<file path="src/rtl/cwt_pkg.sv">
package cwt_pkg;

  // field widths of the packed word
  localparam int unsigned LENGTH_BITS = 28;
  localparam int unsigned OP_BITS     = 4;
  localparam int unsigned WORD_BITS   = 32;
  localparam int unsigned CHAR_BITS   = 8;
  localparam int unsigned DIGIT_BITS  = 4;

  // number of decimal digits in the largest run length
  function automatic int unsigned dec_digits(int unsigned bits);
    longint unsigned v;
    int unsigned     n;
    v = (longint'(1) << bits) - 1;
    n = 0;
    for (int i = 0; i < 20; i++) begin
      if (v != 0) begin
        v = v / 10;
        n++;
      end
    end
    return (n == 0) ? 1 : n;
  endfunction

  localparam int unsigned MAX_DIGITS = dec_digits(LENGTH_BITS);
  localparam int unsigned CNT_W      = $clog2(MAX_DIGITS + 1);

  // divide by ten: q = (x * RECIP) >> RECIP_SHIFT, exact for x below 2**32
  localparam int unsigned RECIP_BITS  = 32;
  localparam int unsigned RECIP_SHIFT = 35;
  localparam int unsigned PROD_W      = LENGTH_BITS + RECIP_SHIFT;
  localparam logic [RECIP_BITS-1:0] RECIP = 32'hCCCC_CCCD;

  // command queue between front and back
  localparam int unsigned QUEUE_AW    = 1;
  localparam int unsigned QUEUE_DEPTH = 2 ** QUEUE_AW;

  localparam logic [CHAR_BITS-1:0] CHAR_ZERO    = 8'h30;
  localparam logic [CHAR_BITS-1:0] CHAR_UNKNOWN = 8'h3F;

  typedef enum logic [OP_BITS-1:0] {
    OP_MATCH  = 4'd0,
    OP_INS    = 4'd1,
    OP_DEL    = 4'd2,
    OP_SKIP   = 4'd3,
    OP_SOFT   = 4'd4,
    OP_HARD   = 4'd5,
    OP_PAD    = 4'd6,
    OP_EQUAL  = 4'd7,
    OP_DIFF   = 4'd8
  } op_e;

  typedef logic [DIGIT_BITS-1:0] digit_t;

  // classified request: run length and resolved letter
  typedef struct packed {
    logic [LENGTH_BITS-1:0] len;
    logic [CHAR_BITS-1:0]   letter;
  } cmd_t;

  function automatic logic [CHAR_BITS-1:0] op_letter(logic [OP_BITS-1:0] code);
    logic [CHAR_BITS-1:0] ch;
    unique case (code)
      OP_MATCH: ch = 8'h4D;  // M
      OP_INS:   ch = 8'h49;  // I
      OP_DEL:   ch = 8'h44;  // D
      OP_SKIP:  ch = 8'h4E;  // N
      OP_SOFT:  ch = 8'h53;  // S
      OP_HARD:  ch = 8'h48;  // H
      OP_PAD:   ch = 8'h50;  // P
      OP_EQUAL: ch = 8'h3D;  // =
      OP_DIFF:  ch = 8'h58;  // X
      default:  ch = CHAR_UNKNOWN;
    endcase
    return ch;
  endfunction

endpackage

</file>
<file path="src/rtl/cwt_fifo.sv">
module cwt_fifo (
  input  logic          clk_i,
  input  logic          rst_ni,
  input  logic          push_i,
  input  cwt_pkg::cmd_t cmd_i,
  input  logic          pop_i,
  output logic          full_o,
  output logic          empty_o,
  output cwt_pkg::cmd_t cmd_o
);
  import cwt_pkg::*;

  cmd_t                mem_q [QUEUE_DEPTH];
  logic [QUEUE_AW-1:0] wr_ptr_q, wr_ptr_d;
  logic [QUEUE_AW-1:0] rd_ptr_q, rd_ptr_d;
  logic [QUEUE_AW:0]   count_q, count_d;

  assign full_o  = (count_q == (QUEUE_AW+1)'(QUEUE_DEPTH));
  assign empty_o = (count_q == '0);
  assign cmd_o   = mem_q[rd_ptr_q];

  // pointer and fill count update
  always_comb begin
    wr_ptr_d = wr_ptr_q;
    rd_ptr_d = rd_ptr_q;
    count_d  = count_q;
    if (push_i) begin
      wr_ptr_d = wr_ptr_q + 1'b1;
    end
    if (pop_i) begin
      rd_ptr_d = rd_ptr_q + 1'b1;
    end
    if (push_i && !pop_i) begin
      count_d = count_q + 1'b1;
    end else if (pop_i && !push_i) begin
      count_d = count_q - 1'b1;
    end
  end

  always_ff @(posedge clk_i or negedge rst_ni) begin
    if (!rst_ni) begin
      wr_ptr_q <= '0;
      rd_ptr_q <= '0;
      count_q  <= '0;
    end else begin
      wr_ptr_q <= wr_ptr_d;
      rd_ptr_q <= rd_ptr_d;
      count_q  <= count_d;
    end
  end

  // entry storage
  always_ff @(posedge clk_i) begin
    if (push_i) begin
      mem_q[wr_ptr_q] <= cmd_i;
    end
  end

endmodule

</file>
<file path="config.mk">
export PLATFORM = sky130hd
export DESIGN_NAME = cwt_fifo
export DESIGN_NICKNAME = d
export VERILOG_FILES = /design/src/rtl/cwt_pkg.sv /design/src/rtl/cwt_fifo.sv
export SDC_FILE = /design/constraint.sdc
export NUM_CORES = 1
export LEC_CHECK = 0
export BUFFER_PORTS_ARGS = -buffer_cell sky130_fd_sc_hd__buf_2
export CAP_MARGIN = 10
export CORE_MARGIN = 2
export CORE_UTILIZATION = 52
export CTS_CLUSTER_DIAMETER = 60
export CTS_CLUSTER_SIZE = 25
export DETAILED_ROUTE_END_ITERATION = 10
export PLACE_DENSITY = 0.79
export SKIP_CTS_REPAIR_TIMING = 1
export SKIP_LAST_GASP = 1
export SLEW_MARGIN = 20
export SYNTH_ARGS = -nofsm -noshare
export SYNTH_HDL_FRONTEND = slang
export SYNTH_SLANG_ARGS = --single-unit
</file>
<file path="constraint.sdc">
create_clock -name clk_i -period 3.3 [get_ports clk_i]
set_input_delay 0 -clock clk_i [delete_from_list [all_inputs] [get_ports clk_i]]
set_output_delay 0 -clock clk_i [all_outputs]
set_load 0.01 [all_outputs]
</file>
==> reports/metrics.yaml <==
timing:
  max_clock_freq_mhz: 570
  finClkSkew_ns: 0.00585
  min_period_ns: 1.76
  worst_pin_slew_ns: 1.02
  fin_crit_sh_pct: 53.2
  slew_headroom_pct: 31.7
  drv_slew: 0
  hold_viol_final: 0
  rsz0062_at_grt: "no"
  tns_ns: 0
  setup_violations: 0
power:
  p_sw_w: 0.000854
  combinationalPowerShare_pct: 27.1
  p_int_w: 0.00229
  ir_drop_mv: 0.567
  seqPwrFrac_pct: 46.8
  sw_frac_of_total_pct: 27.2
  p_leak_nw: 1.62
  pwr_density_cell_nw_per_um2: 789
  clkPwrFrac_pct: 26.1
cells_and_area:
  num_antenna_cells: 0
  drive_gt1_share_pct: 51.2
  regArea_sq_um: 2270
  syn2layout_area_growth_pct: 35.7
  layout_commonest_cell: "buf_2"
  final_cell_mix: "buf_2, edfxtp_1, dlygate4sd3_1"
  final_area_sq_um: 3980
  multi_input_area_sq_um: 606
  fillers: 368
  nets: 292
floorplan:
  die_width_um: 79.1
  die_h_um: 79.1
  ios: 78
  initial_core_util_pct: 53.6
  dieArea_sq_um: 6260
  coreArea_sq_um: 5470
  num_rows: 27
critical_path:
  r2r_slack_ns: 1.66
  crit_slowest_cell: "dfrtp_4"
  worstSetupStartpointType: "register"
  crit_path_max_fanout: 37
  slowest_delay_ns: 0.86
  critical_path_class: "reg -> out"
  end_kind: "primary output"
  crit_chain: "mux2_2 -> buf_2"
  required_ns: 3.30
  cp.arrival_ns: 1.76
global_route:
  grtUsageTotal_pct: 15.4
  gr-total-overflow: 0
  grt_first_pass_wirelength_um: 6980
  grt.busiest_layer: "met2"
  grt_max_degree: 38
  gr-usage-met2_pct: 26.2
  grtUsageMet3_pct: 4.66
  met1_usage_pct: 17.8
  first_global_vias: 1446
  antenna_found_initial: 0
yosys:
  synth-seq-cells: 76
  syn-instance-count: 128
  synthesis.area_sq_um: 2930
  synthesis.nets: 169
  ys_seq_area_share_pct: 77.1
  yosysUniqueCellTypes: 13
  syn_avg_cell_area_sq_um: 22.9
  yosys_warnings: 0
route:
  via_per_inst: 4.72
  drtPass1Iterations: 4
  avgRoutedWirePerCell_um: 15.3
  drc: 0
  drtIter0Drc: 76
  postRouteAntennaNets: 0
  detail_route.wirelength_um: 5020
  via_count: 1549
place:
  dp_hpwl_um: 3000
  place_area_sq_um: 3350
  io_buffers: 77
  gp_congestion: 0.701
clocking:
  cts_buffer_depth: 2
  clock_sinks: 76
  htree_num_levels: 3
  cts_root_buf: "clkbuf_8"
  clk_latency_ns: 0.33
  clk_pin_slew_ns: 0.07
  cts_made_buffers: 9
  cts_tree: "done"
worst_hold_path:
  min_path_type: "in -> async"
job:
  cap_violations: 0
status:
  status: "finished, final reports clean"
==> power by group through the flow <==
stage | combinational (W) | clock, W | sequential, W
6_report | 0.000851 | 0.000818 | 0.00147
5_1_grt | 0.000915 | 0.000871 | 0.00150
4_1_cts | 0.000839 | 0.000831 | 0.00147
3_5_place_dp | 0.000835 | 0 | 0.00149
3_3_place_gp | 0.000817 | 0 | 0.00148
2_1_floorplan | 0.000734 | 0 | 0.00135
==> final cells by class <==
| class | count | area share (%) |
|---|---|---|
| inverter | 1 | 0.0943 |
| clock buffer | 9 | 3.11 |
| multi-input combinational | 47 | 15.2 |
| clock inverter | 7 | 2.89 |
| tap | 72 | 2.26 |
| timing repair buffer | 116 | 19.5 |
| sequential | 76 | 56.9 |
==> metal layers <==
layer	wire length [um]	up-vias
met2	2650	58
li1	-	741
met3	250	10
met5	0	-
met1	2020	740
met4	89	0
==> cells by family after synthesis <==
family                     Yosys count  share of synthesized area, %
xor gates and xnor gates             5                          1.49
adders and majority gates            1                         0.426
buffers and inverters                5                          2.56
DFF                                 76                          77.1
muxes                               36                          17.5
and+or+nand+nor                      5                         0.896
==> registers in the layout (all words and copies together) (netlist names) <==
register,cells
count_q,2
mem_q,72
rd_ptr_q,1
wr_ptr_q,1
==> cells in the mapped netlist, drive strengths merged <==
library cell | number | area share (%)
nor2b | 2 | 0.43
ha | 1 | 0.43
inv | 1 | 0.13
xor2 | 4 | 1.2
dfrtp | 4 | 3.4
edfxtp | 72 | 74
and2 | 1 | 0.21
nor2 | 2 | 0.26
buf | 4 | 2.4
mux2 | 36 | 18
xnor2 | 1 | 0.30
==> worst paths after layout <==
check	from	to	cells past startpoint
worst max-delay path	rd_ptr_q	cmd_o[22]	2
worst min-delay path	rst_ni	count_q[1]	2
worst max register to register	wr_ptr_q	mem_q[0][25]	1
worst min register to register	count_q[1]	count_q[1]	1
max in group asynchronous	rst_ni	rd_ptr_q	2
min in group clk_i	pop_i	rd_ptr_q	3
==> critical path: cells and delay by family, from the launching register on <==
kind                   cells  cell delay (ns)
buffers and inverters      1             0.14
flip-flops                 1             0.86
multiplexers               1             0.41
==> stage by stage <==
| stage | utilization (%) | total power, W | cells | worst slack [ns] | hold WS, ns |
|---|---|---|---|---|---|
| 2_1_floorplan | - | 0.00209 | 128 | 0.849 | -0.296 |
| 3_3_place_gp | 61.2 | 0.00229 | 273 | 1.66 | -0.187 |
| 3_5_place_dp | 61.2 | 0.00233 | 273 | 1.62 | -0.188 |
| 4_1_cts | 65.5 | 0.00314 | 289 | 1.25 | -0.557 |
| 5_1_grt | 72.7 | 0.00329 | 328 | 1.46 | 0.0138 |
| 6_report | 72.7 | 0.00314 | 328 | 1.54 | 0.00876 |
(Power assumes the default switching activity.)
