[config.mk]
export PLATFORM = sky130hd
export DESIGN_NAME = cwt_front_flat
export DESIGN_NICKNAME = d
export VERILOG_FILES = /design/src/rtl/cwt_pkg.sv /design/src/rtl/cwt_if.sv /design/src/rtl/cwt_front.sv /design/src/flat_wrapper.sv
export SDC_FILE = /design/constraint.sdc
export NUM_CORES = 1
export LEC_CHECK = 0
export BUFFER_PORTS_ARGS = -buffer_cell sky130_fd_sc_hd__buf_4
export CAP_MARGIN = 20
export CORE_MARGIN = 5
export CORE_UTILIZATION = 30
export DETAILED_ROUTE_END_ITERATION = 10
export PLACE_DENSITY = 0.87
export SYNTH_ARGS = -nofsm -noshare
export SYNTH_HDL_FRONTEND = slang
export SYNTH_SLANG_ARGS = --single-unit
[constraint.sdc]
create_clock -name vclk -period 1.9
set_input_delay 0.19 -clock vclk [all_inputs]
set_output_delay 0.19 -clock vclk [all_outputs]
set_load 0.005 [all_outputs]
[src/rtl/cwt_pkg.sv]
package cwt_pkg;

  // field widths of the packed word
  localparam int unsigned LENGTH_BITS = 28;
  localparam int unsigned OP_BITS     = 4;
  localparam int unsigned WORD_BITS   = 32;
  localparam int unsigned CHAR_BITS   = 8;
  localparam int unsigned DIGIT_BITS  = 4;

  // number of decimal digits in the largest run length
  function automatic int unsigned dec_digits(int unsigned bits);
    longint unsigned v;
    int unsigned     n;
    v = (longint'(1) << bits) - 1;
    n = 0;
    for (int i = 0; i < 20; i++) begin
      if (v != 0) begin
        v = v / 10;
        n++;
      end
    end
    return (n == 0) ? 1 : n;
  endfunction

  localparam int unsigned MAX_DIGITS = dec_digits(LENGTH_BITS);
  localparam int unsigned CNT_W      = $clog2(MAX_DIGITS + 1);

  // divide by ten: q = (x * RECIP) >> RECIP_SHIFT, exact for x below 2**32
  localparam int unsigned RECIP_BITS  = 32;
  localparam int unsigned RECIP_SHIFT = 35;
  localparam int unsigned PROD_W      = LENGTH_BITS + RECIP_SHIFT;
  localparam logic [RECIP_BITS-1:0] RECIP = 32'hCCCC_CCCD;

  // command queue between front and back
  localparam int unsigned QUEUE_AW    = 1;
  localparam int unsigned QUEUE_DEPTH = 2 ** QUEUE_AW;

  localparam logic [CHAR_BITS-1:0] CHAR_ZERO    = 8'h30;
  localparam logic [CHAR_BITS-1:0] CHAR_UNKNOWN = 8'h3F;

  typedef enum logic [OP_BITS-1:0] {
    OP_MATCH  = 4'd0,
    OP_INS    = 4'd1,
    OP_DEL    = 4'd2,
    OP_SKIP   = 4'd3,
    OP_SOFT   = 4'd4,
    OP_HARD   = 4'd5,
    OP_PAD    = 4'd6,
    OP_EQUAL  = 4'd7,
    OP_DIFF   = 4'd8
  } op_e;

  typedef logic [DIGIT_BITS-1:0] digit_t;

  // classified request: run length and resolved letter
  typedef struct packed {
    logic [LENGTH_BITS-1:0] len;
    logic [CHAR_BITS-1:0]   letter;
  } cmd_t;

  function automatic logic [CHAR_BITS-1:0] op_letter(logic [OP_BITS-1:0] code);
    logic [CHAR_BITS-1:0] ch;
    unique case (code)
      OP_MATCH: ch = 8'h4D;  // M
      OP_INS:   ch = 8'h49;  // I
      OP_DEL:   ch = 8'h44;  // D
      OP_SKIP:  ch = 8'h4E;  // N
      OP_SOFT:  ch = 8'h53;  // S
      OP_HARD:  ch = 8'h48;  // H
      OP_PAD:   ch = 8'h50;  // P
      OP_EQUAL: ch = 8'h3D;  // =
      OP_DIFF:  ch = 8'h58;  // X
      default:  ch = CHAR_UNKNOWN;
    endcase
    return ch;
  endfunction

endpackage

[src/rtl/cwt_if.sv]
// word channel into the block
interface cigar_in_if;
  logic        valid;
  logic        ready;
  logic [31:0] cigar_word;

  modport source (output valid, output cigar_word, input ready);
  modport sink   (input valid, input cigar_word, output ready);
endinterface


[src/rtl/cwt_front.sv]
module cwt_front (
  cigar_in_if.sink        word_i,
  input  logic            q_full_i,
  output logic            push_o,
  output cwt_pkg::cmd_t   cmd_o
);
  import cwt_pkg::*;

  // accept whenever the queue has room
  assign word_i.ready = !q_full_i;
  assign push_o       = word_i.valid && !q_full_i;

  // split the word and resolve the operation letter
  assign cmd_o.len    = word_i.cigar_word[OP_BITS +: LENGTH_BITS];
  assign cmd_o.letter = op_letter(word_i.cigar_word[OP_BITS-1:0]);

endmodule

[src/flat_wrapper.sv]
// flat-port wrapper written by rule: the top's interface ports become plain ports
module cwt_front_flat import cwt_pkg::*;
  (q_full_i, push_o, cmd_o, word_i_valid, word_i_cigar_word, word_i_ready);
  cigar_in_if word_i_i ();
  input  logic q_full_i;
  output logic push_o;
  output cwt_pkg::cmd_t cmd_o;
  input wire logic [$bits(word_i_i.valid)-1:0] word_i_valid;
  input wire logic [$bits(word_i_i.cigar_word)-1:0] word_i_cigar_word;
  output wire logic [$bits(word_i_i.ready)-1:0] word_i_ready;
  assign word_i_i.valid = word_i_valid;
  assign word_i_i.cigar_word = word_i_cigar_word;
  assign word_i_ready = word_i_i.ready;
  cwt_front u_core (.word_i(word_i_i), .q_full_i(q_full_i), .push_o(push_o), .cmd_o(cmd_o));
endmodule
==> out/results.md, run 1 <==
Status
• **outcome** completed

Layout
• **Ant. Diodes** 0
• **fraction of final layout cells with drive strength greater than 1** 0.326
• **count of filler cells inserted in the layout** 143
• **final-layout clock buffer total** 0
• **Synth-to-Final Area Change** -22.3%
• **number of sequential cells in the layout** 0
• **Seq. cell area** 0 um2
• **fin nets** 88

Global routing
• **met3 Use GR** 0.0150
• **via count of the first global-routing pass** 237
• **pin count of the biggest net entering global routing** 10
• **residual overflow from global routing** 0
• **met2 track utilization from global routing** 0.123
• **GR met1 Demand/Resource** 0.0533
• **highest-utilization routing layer at the global route stage** met2
• **global-route wire length before repair** 979 um
• **number of antenna violations at the first check in global routing** 0
• **total global routing track utilization** 0.0587

Logic synthesis
• **post-synthesis cell type with the largest combined area** buf_4
• **Warnings, synthesis** 0
• **Netlist Area Pre-Place** 422 um2
• **mean cell area of the mapped netlist** 6.91 um2
• **Mapped Nets** 101
• **top cell type's share of synthesized area** 0.534
• **share of synthesized area occupied by flip-flops and latches** 0
• **top post-synthesis cells by count** buf_4, ha_1, inv_1, o21ai_0, a21oi_1
• **most frequent cell after synthesis** buf_4
• **instance count of the mapped netlist** 61
• **top post-synthesis cells by area** buf_4, ha_1, o21ai_0
• **Synth cell types** 14

STA
• **endpoints failing setup** 0
• **final-layout setup total negative slack** 0 ps
• **Final WS setup** 644 ps
• **count of final hold-check violations** 0
• **maximum clock frequency** 0.796 GHz
• **unrepaired setup endpoints after global routing** no
• **Final min period** 1260 ps
• **max-slew violation count** 0
• **final critical-path share of the clock period** 0.661

Floorplan
• **DIE HEIGHT** 47.5 um
• **total I/O pin count** 72
• **area of the die** 2260 um2
• **row count** 13
• **core outline area** 1320 um2
• **Chip Width** 47.5 um
• **initial standard-cell utilization of the core** 0.320

Setup path
• **startpoint type of the worst setup path** input pin
• **highest fanout seen on the critical path** 7
• **arrival time of data at the critical path endpoint** 1070 ps
• **WP data required** 1710 ps
• **Crit Path Class** in -> out
• **nature of the critical path endpoint** primary output

Pwr
• **peak supply drop** 0.0383 mV
• **ratio of total power to cell area** 206 nW/um2
• **leakage dissipation** 0.176 nW

Routing
• **DRC violation total after the first TritonRoute iteration** 1
• **DR vias/cell** 4.52
• **total wirelength of the detailed-routed design** 699 um
• **post-DR wirelength/cell** 11.5 um
• **DR vias** 276
• **number of detailed-route iterations in the first pass** 3
• **number of nets still failing antenna checks after routing** 0
• **detailed-route DRC error count** 0

Placement
• **DP Worst Slack** 640 ps
• **count of buffers from port buffering** 15
• **HPWL Detailed** 590 um
• **final RePlAce weighted congestion** 0.720

Clock tree
• **post-cts repair resize count** 0
• **post-CTS setup-driven buffer insertion count** 0
• **cts hold-fix bufs** 0

Hold path
• **worst min-delay path startpoint** word_i_cigar_word[6]
• **hold-critical path endpoint** cmd_o[10]
• **number of cells on the worst hold path** 0
• **type of the worst min-delay path** in -> out

Flow run
• **MaxCap Viol Count** 0

metal layers:
metal | share of wire | vias to the layer above
li1 | - | 133
met1 | 0.31 | 128
met2 | 0.57 | 13
met3 | 0.12 | 2
met4 | 0.0057 | 0
met5 | 0 | -
worst max-delay path: stages:
cell     delay, ps
buf_4          120
inv_1           70
ha_1           220
nand2_1        100
o21ai_0         90
a21oi_1        150
buf_4          120
cell usage in the layout, fill, tap and decap left out:
master    netlist  layout
buf_4          30      15
ha_1            6       6
inv_1           5       5
o21ai_0         5       5
a21oi_1         4       4
nand2_1         2       2
nor2_1          2       2
nor3_1          1       1
o211ai_1        1       1
nand2b_1        1       1
a31oi_1         1       1
o21a_1          1       1
nor2b_1         1       1
conb_1          1       1
worst max path at each step:
stage / startpoint / slack, ps / endpoint
2_1_floorplan: word_i_cigar_word[0] / 950 / cmd_o[1]
3_3_place_gp: word_i_cigar_word[0] / 670 / cmd_o[1]
3_5_place_dp: word_i_cigar_word[0] / 640 / cmd_o[1]
4_1_cts: word_i_cigar_word[0] / 630 / cmd_o[1]
5_1_grt: word_i_cigar_word[0] / 500 / cmd_o[1]
6_report: word_i_cigar_word[0] / 640 / cmd_o[1]
report_power, final:
group          internal (mW)  switching, mW  leakage, nW
Clock                      0              0            0
Sequential                 0              0            0
Combinational         0.0363         0.0312        0.176
kinds of logic (layout without fill, tap and decap cells):
family | Yosys count | in the layout | share of synthesized area
compound gates | 12 | 12 | 0.157
fa+ha+maj | 6 | 6 | 0.178
other cells | 1 | 1 | 0.00889
buf+inv | 35 | 20 | 0.579
simple gates | 7 | 7 | 0.0772
final cells by class:
type,count,area (um2),area share
Multi-Input combinational cell,26,178,0.542
Inverter,5,18.8,0.0573
Tap cell,15,18.8,0.0573
Timing Repair Buffer,15,113,0.344
through the flow:
step	cells	util	area (um2)	power, mW	hold WS, ps
after CTS	61	0.249	328	0.0682	380
final	61	0.249	328	0.0675	380
after global routing	61	0.249	328	0.0764	380
after global placement	61	0.249	328	0.0655	380
after floorplan	61	-	422	0.0776	407
after detailed placement	61	0.249	328	0.0680	380
Note: power is estimated with default switching activity, not from simulation.
==> run 2, diff against run 1 <==
--- a/config.mk
+++ b/config.mk
@@ -5,12 +5,13 @@
 export SDC_FILE = /design/constraint.sdc
 export NUM_CORES = 1
 export LEC_CHECK = 0
+export ABC_AREA = 1
 export BUFFER_PORTS_ARGS = -buffer_cell sky130_fd_sc_hd__buf_4
 export CAP_MARGIN = 20
 export CORE_MARGIN = 5
-export CORE_UTILIZATION = 30
+export CORE_UTILIZATION = 29
 export DETAILED_ROUTE_END_ITERATION = 10
-export PLACE_DENSITY = 0.87
+export PLACE_DENSITY = 0.84
 export SYNTH_ARGS = -nofsm -noshare
 export SYNTH_HDL_FRONTEND = slang
 export SYNTH_SLANG_ARGS = --single-unit
==> constraint.sdc (replaced) <==
create_clock -name vclk -period 1.3
set_input_delay 0.13 -clock vclk [all_inputs]
set_output_delay 0.13 -clock vclk [all_outputs]
set_load 0.005 [all_outputs]
==> run 2 against run 1 <==
Cell count is 11% higher. Total power rose by 47%. Non-clock buffer count is the same. Hold slack worse by 120 ps. Largest cell class unchanged.
==> out/results.md, run 2 <==
Setup path
• **Worst path top cell family by delay** buffers and inverters
• **arrival time of data at the critical path endpoint** 920 ps
• **delay of the slowest critical-path stage** 240 ps
• **WP data required** 1170 ps
• **highest fanout seen on the critical path** 6
• **Crit Path Class** in -> out
• **startpoint type of the worst setup path** input pin
• **cell chain of the critical path** buf_4 > inv_1 > ha_1 > nand2_1 > nand3_1 > nand2_1 > buf_4
• **nature of the critical path endpoint** primary output
• **number of buffers and inverters on the critical path** 3
• **cell at the slowest stage of the critical path** ha_1

Logic synthesis
• **post-synthesis cell type with the largest combined area** buf_4
• **top cell type's share of synthesized area** 0.510
• **top post-synthesis cells by count** buf_4, nand2_1, inv_1, ha_1, nor2_1
• **instance count of the mapped netlist** 67
• **mean cell area of the mapped netlist** 6.37 um2
• **most frequent cell after synthesis** buf_4
• **Warnings, synthesis** 0
• **Netlist Area Pre-Place** 427 um2
• **Mapped Nets** 107
• **top post-synthesis cells by area** buf_4, ha_1, nand2_1
• **Synth cell types** 11
• **share of synthesized area occupied by flip-flops and latches** 0

Global routing
• **total global routing track utilization** 0.0488
• **via count of the first global-routing pass** 236
• **number of antenna violations at the first check in global routing** 0
• **residual overflow from global routing** 0
• **pin count of the biggest net entering global routing** 7
• **global-route wire length before repair** 1040 um

Routing
• **number of detailed-route iterations in the first pass** 2
• **total wirelength of the detailed-routed design** 667 um
• **post-DR wirelength/cell** 9.81 um
• **number of nets still failing antenna checks after routing** 0
• **DR vias/cell** 4.28
• **DR vias** 291
• **detailed-route DRC error count** 0
• **DRC violation total after the first TritonRoute iteration** 5

Floorplan
• **area of the die** 2340 um2
• **initial standard-cell utilization of the core** 0.316
• **Chip Width** 48.4 um
• **row count** 13
• **total I/O pin count** 72
• **core outline area** 1350 um2
• **DIE HEIGHT** 48.4 um

Layout
• **Layout Cell Area excl Fill** 340 um2
• **most frequent standard cell in the layout excluding fill and tap cells** buf_4
• **final core utilization** 0.252
• **top library cells by usage in the layout, fill and taps aside** buf_4, nand2_1, inv_1, ha_1, nor2_1
• **final cell count without fillers** 68
• **final-layout clock buffer total** 0
• **fraction of final layout cells with drive strength greater than 1** 0.340
• **Seq. cell area** 0 um2
• **number of sequential cells in the layout** 0
• **fin nets** 95
• **Ant. Diodes** 0
• **Synth-to-Final Area Change** -20.2%

STA
• **unrepaired setup endpoints after global routing** no
• **count of final hold-check violations** 0
• **max-slew violation count** 0
• **final-layout setup total negative slack** 0 ps
• **endpoints failing setup** 0
• **Final min period** 1050 ps
• **maximum clock frequency** 0.955 GHz
• **worst hold slack** 260 ps
• **Final WS setup** 253 ps
• **final critical-path share of the clock period** 0.806

Status
• **outcome** completed

Clock tree
• **post-cts repair resize count** 0
• **cts hold-fix bufs** 0
• **post-CTS setup-driven buffer insertion count** 0

Pwr
• **Power, Total** 0.0995 mW
• **Comb power frac** 1.000
• **switching fraction of total power** 0.477
• **Pint** 0.0520 mW
• **Psw** 0.0474 mW
• **leakage dissipation** 0.209 nW
• **peak supply drop** 0.0987 mV
• **part of the total power dissipated in the clock network** 0
• **sequential cell fraction of total power** 0
• **ratio of total power to cell area** 292 nW/um2

Hold path
• **type of the worst min-delay path** in -> out

Placement
• **final RePlAce weighted congestion** 0.672
• **DP Worst Slack** 245 ps
• **count of buffers from port buffering** 15
• **HPWL Detailed** 595 um
• **number of instances in the placed design** 68
• **area post-placement** 340 um2

Flow run
• **MaxCap Viol Count** 0

run 2: power by group through the flow:
stage                     clock network [mW]  registers (mW)  logic (mW)
after detailed placement                   0               0       0.101
after floorplan                            0               0       0.114
after CTS                                  0               0       0.102
after global routing                       0               0       0.113
after global placement                     0               0       0.100
final                                      0               0      0.0995
run 2: routing by layer:
layer / global-route usage / up-vias / wire [um]
met3: 0.0214 / 6 / 121
met1: 0.0580 / 126 / 252
met2: 0.0783 / 14 / 278
met5: 0 / - / 0
met4: 0.0138 / 0 / 14
li1: - / 145 / -
run 2: logic make-up (layout without fill, tap and decap cells):
family                   after synthesis  after routing  share of synthesized area
adder cells (fa/ha/maj)                6              6                      0.176
buffers and inverters                 37             23                      0.581
other                                  1              1                    0.00879
AO/OA/AOI/OAI                          4              4                     0.0469
AND/OR/NAND/NOR                       19             19                      0.188
run 2: worst paths after layout:
kind / startpoint / end / slack [ps] / cells past startpoint
setup / recovery: word_i_cigar_word[0] / cmd_o[0] / 250 / 7
hold / removal: word_i_cigar_word[14] / cmd_o[18] / 260 / 0
run 2: final cells by class:
cell class,count,area [um2]
multi-input combinational,30,179
timing repair buffer,15,113
tap,15,18.8
inverter,8,30.0
fill,155,1010
==> run 3, diff against run 2 <==
--- a/config.mk
+++ b/config.mk
@@ -9,9 +9,9 @@
 export BUFFER_PORTS_ARGS = -buffer_cell sky130_fd_sc_hd__buf_4
 export CAP_MARGIN = 20
 export CORE_MARGIN = 5
-export CORE_UTILIZATION = 29
+export CORE_UTILIZATION = 26
 export DETAILED_ROUTE_END_ITERATION = 10
-export PLACE_DENSITY = 0.84
+export PLACE_DENSITY = 0.8
 export SYNTH_ARGS = -nofsm -noshare
 export SYNTH_HDL_FRONTEND = slang
 export SYNTH_SLANG_ARGS = --single-unit
==> constraint.sdc (replaced) <==
create_clock -name vclk -period 0.9
set_input_delay 0.09 -clock vclk [all_inputs]
set_output_delay 0.09 -clock vclk [all_outputs]
set_load 0.005 [all_outputs]
==> run 3 against run 2 <==
Total power rose by 71%. Worst setup slack worse by 210 ps. Combinational power is 72% higher. Design area rose by 18%. Cell count is 4.4% higher. Core utilization increased by 1.1 points. Critical path depth is the same. Non-clock buffer count grew 2. Wire length rose by 26%. Die area increased by 9.1%. First-iteration DRC count down 40%. Largest power group unchanged.
==> out/results.md, run 3 (same netlist as run 2, synthesis figures left out) <==
Routing
• **DR vias** 289
• **DR vias/cell** 4.07
• **detailed-route DRC error count** 0
• **post-DR wirelength/cell** 11.8 um
• **number of nets still failing antenna checks after routing** 0
• **number of detailed-route iterations in the first pass** 2
• **DRC violation total after the first TritonRoute iteration** 3
• **total wirelength of the detailed-routed design** 839 um

Floorplan
• **total I/O pin count** 72
• **Chip Width** 50.5 um
• **DIE HEIGHT** 50.5 um
• **initial standard-cell utilization of the core** 0.280
• **row count** 14
• **area of the die** 2550 um2
• **core outline area** 1520 um2

Global routing
• **global-route wire length before repair** 1350 um
• **total global routing track utilization** 0.0615
• **via count of the first global-routing pass** 252
• **number of antenna violations at the first check in global routing** 0
• **residual overflow from global routing** 0
• **pin count of the biggest net entering global routing** 7

Status
• **outcome** completed

Layout
• **final-layout clock buffer total** 0
• **Ant. Diodes** 0
• **Seq. cell area** 0 um2
• **most frequent standard cell in the layout excluding fill and tap cells** buf_4
• **final cell count without fillers** 71
• **fin nets** 97
• **fraction of final layout cells with drive strength greater than 1** 0.473
• **count of filler cells inserted in the layout** 175
• **Synth-to-Final Area Change** -5.87%
• **top library cells by usage in the layout, fill and taps aside** buf_4, nand2_1, nor2_1, inv_1
• **number of sequential cells in the layout** 0

Placement
• **count of buffers from port buffering** 15
• **HPWL Detailed** 752 um
• **number of instances in the placed design** 71
• **final RePlAce weighted congestion** 0.816

Flow run
• **MaxCap Viol Count** 0

Setup path
• **startpoint type of the worst setup path** input pin
• **arrival time of data at the critical path endpoint** 760 ps
• **WP data required** 810 ps
• **highest fanout seen on the critical path** 5
• **Crit Path Class** in -> out
• **nature of the critical path endpoint** primary output

Pwr
• **Power, Total** 0.171 mW
• **ratio of total power to cell area** 425 nW/um2
• **peak supply drop** 0.145 mV
• **leakage dissipation** 0.218 nW

STA
• **Final min period** 853 ps
• **unrepaired setup endpoints after global routing** no
• **maximum clock frequency** 1.17 GHz
• **final-layout setup total negative slack** 0 ps
• **max-slew violation count** 0
• **final critical-path share of the clock period** 0.948
• **endpoints failing setup** 0
• **count of final hold-check violations** 0

Hold path
• **type of the worst min-delay path** in -> out

Clock tree
• **post-CTS setup-driven buffer insertion count** 0

[run 3: changes by cell type in the layout (fill, tap and decap cells not counted)]
cell     change
buf_6        +2
ha_1         -3
o21ai_1      +1
ha_4         +2
ha_2         +1
inv_2        +1
inv_6        +2
inv_1        -3
o21ai_0      -1
[run 3: where the power goes]
part	internal [mW]	total [mW]	switching (mW)
registers	0	0	0
logic	0.0906	0.171	0.0800
clock network	0	0	0
[run 3: layout make-up]
class	instances	area (um2)	share of cell area
inverter	8	40.0	0.0997
multi-input combinational	30	206	0.514
tap	16	20.0	0.0498
timing repair buffer	17	135	0.336
[run 3: metrics by stage]
stage | utilization | instance area, um2 | hold WS [ps] | setup slack [ps]
2_1_floorplan | - | 427 | 207 | 201
6_report | 0.264 | 402 | 180 | 47.0
3_3_place_gp | 0.234 | 357 | 180 | -55.1
5_1_grt | 0.264 | 402 | 180 | 8.58
4_1_cts | 0.254 | 387 | 180 | 3.45
3_5_place_dp | 0.234 | 357 | 180 | -70.4
[run 3: worst max-delay path, cell delays in order]
cell and delay [ps]:
buf_6 100, inv_6 50, ha_4 240, nand2_1 40, nand3_1 70, nand2_1 50
buf_4 130
[run 3: worst paths after layout]
kind / start / endpoint / cells past startpoint
max: word_i_cigar_word[0] / cmd_o[0] / 7
min: word_i_cigar_word[12] / cmd_o[16] / 0
[run 3: metal layers]
metal | global-route usage | vias to the layer above | part of all wire
met5 | 0 | - | 0
met4 | 0.0340 | 0 | 0.042
met3 | 0.0296 | 10 | 0.20
met2 | 0.101 | 21 | 0.44
met1 | 0.0632 | 111 | 0.31
li1 | - | 147 | -
[run 3: timing repair]
item	4_1_cts	5_1_grt
gates resized for setup	7	7
hold buffers	0	0
pin swaps	0	0
endpoints found under the setup margin	4	5
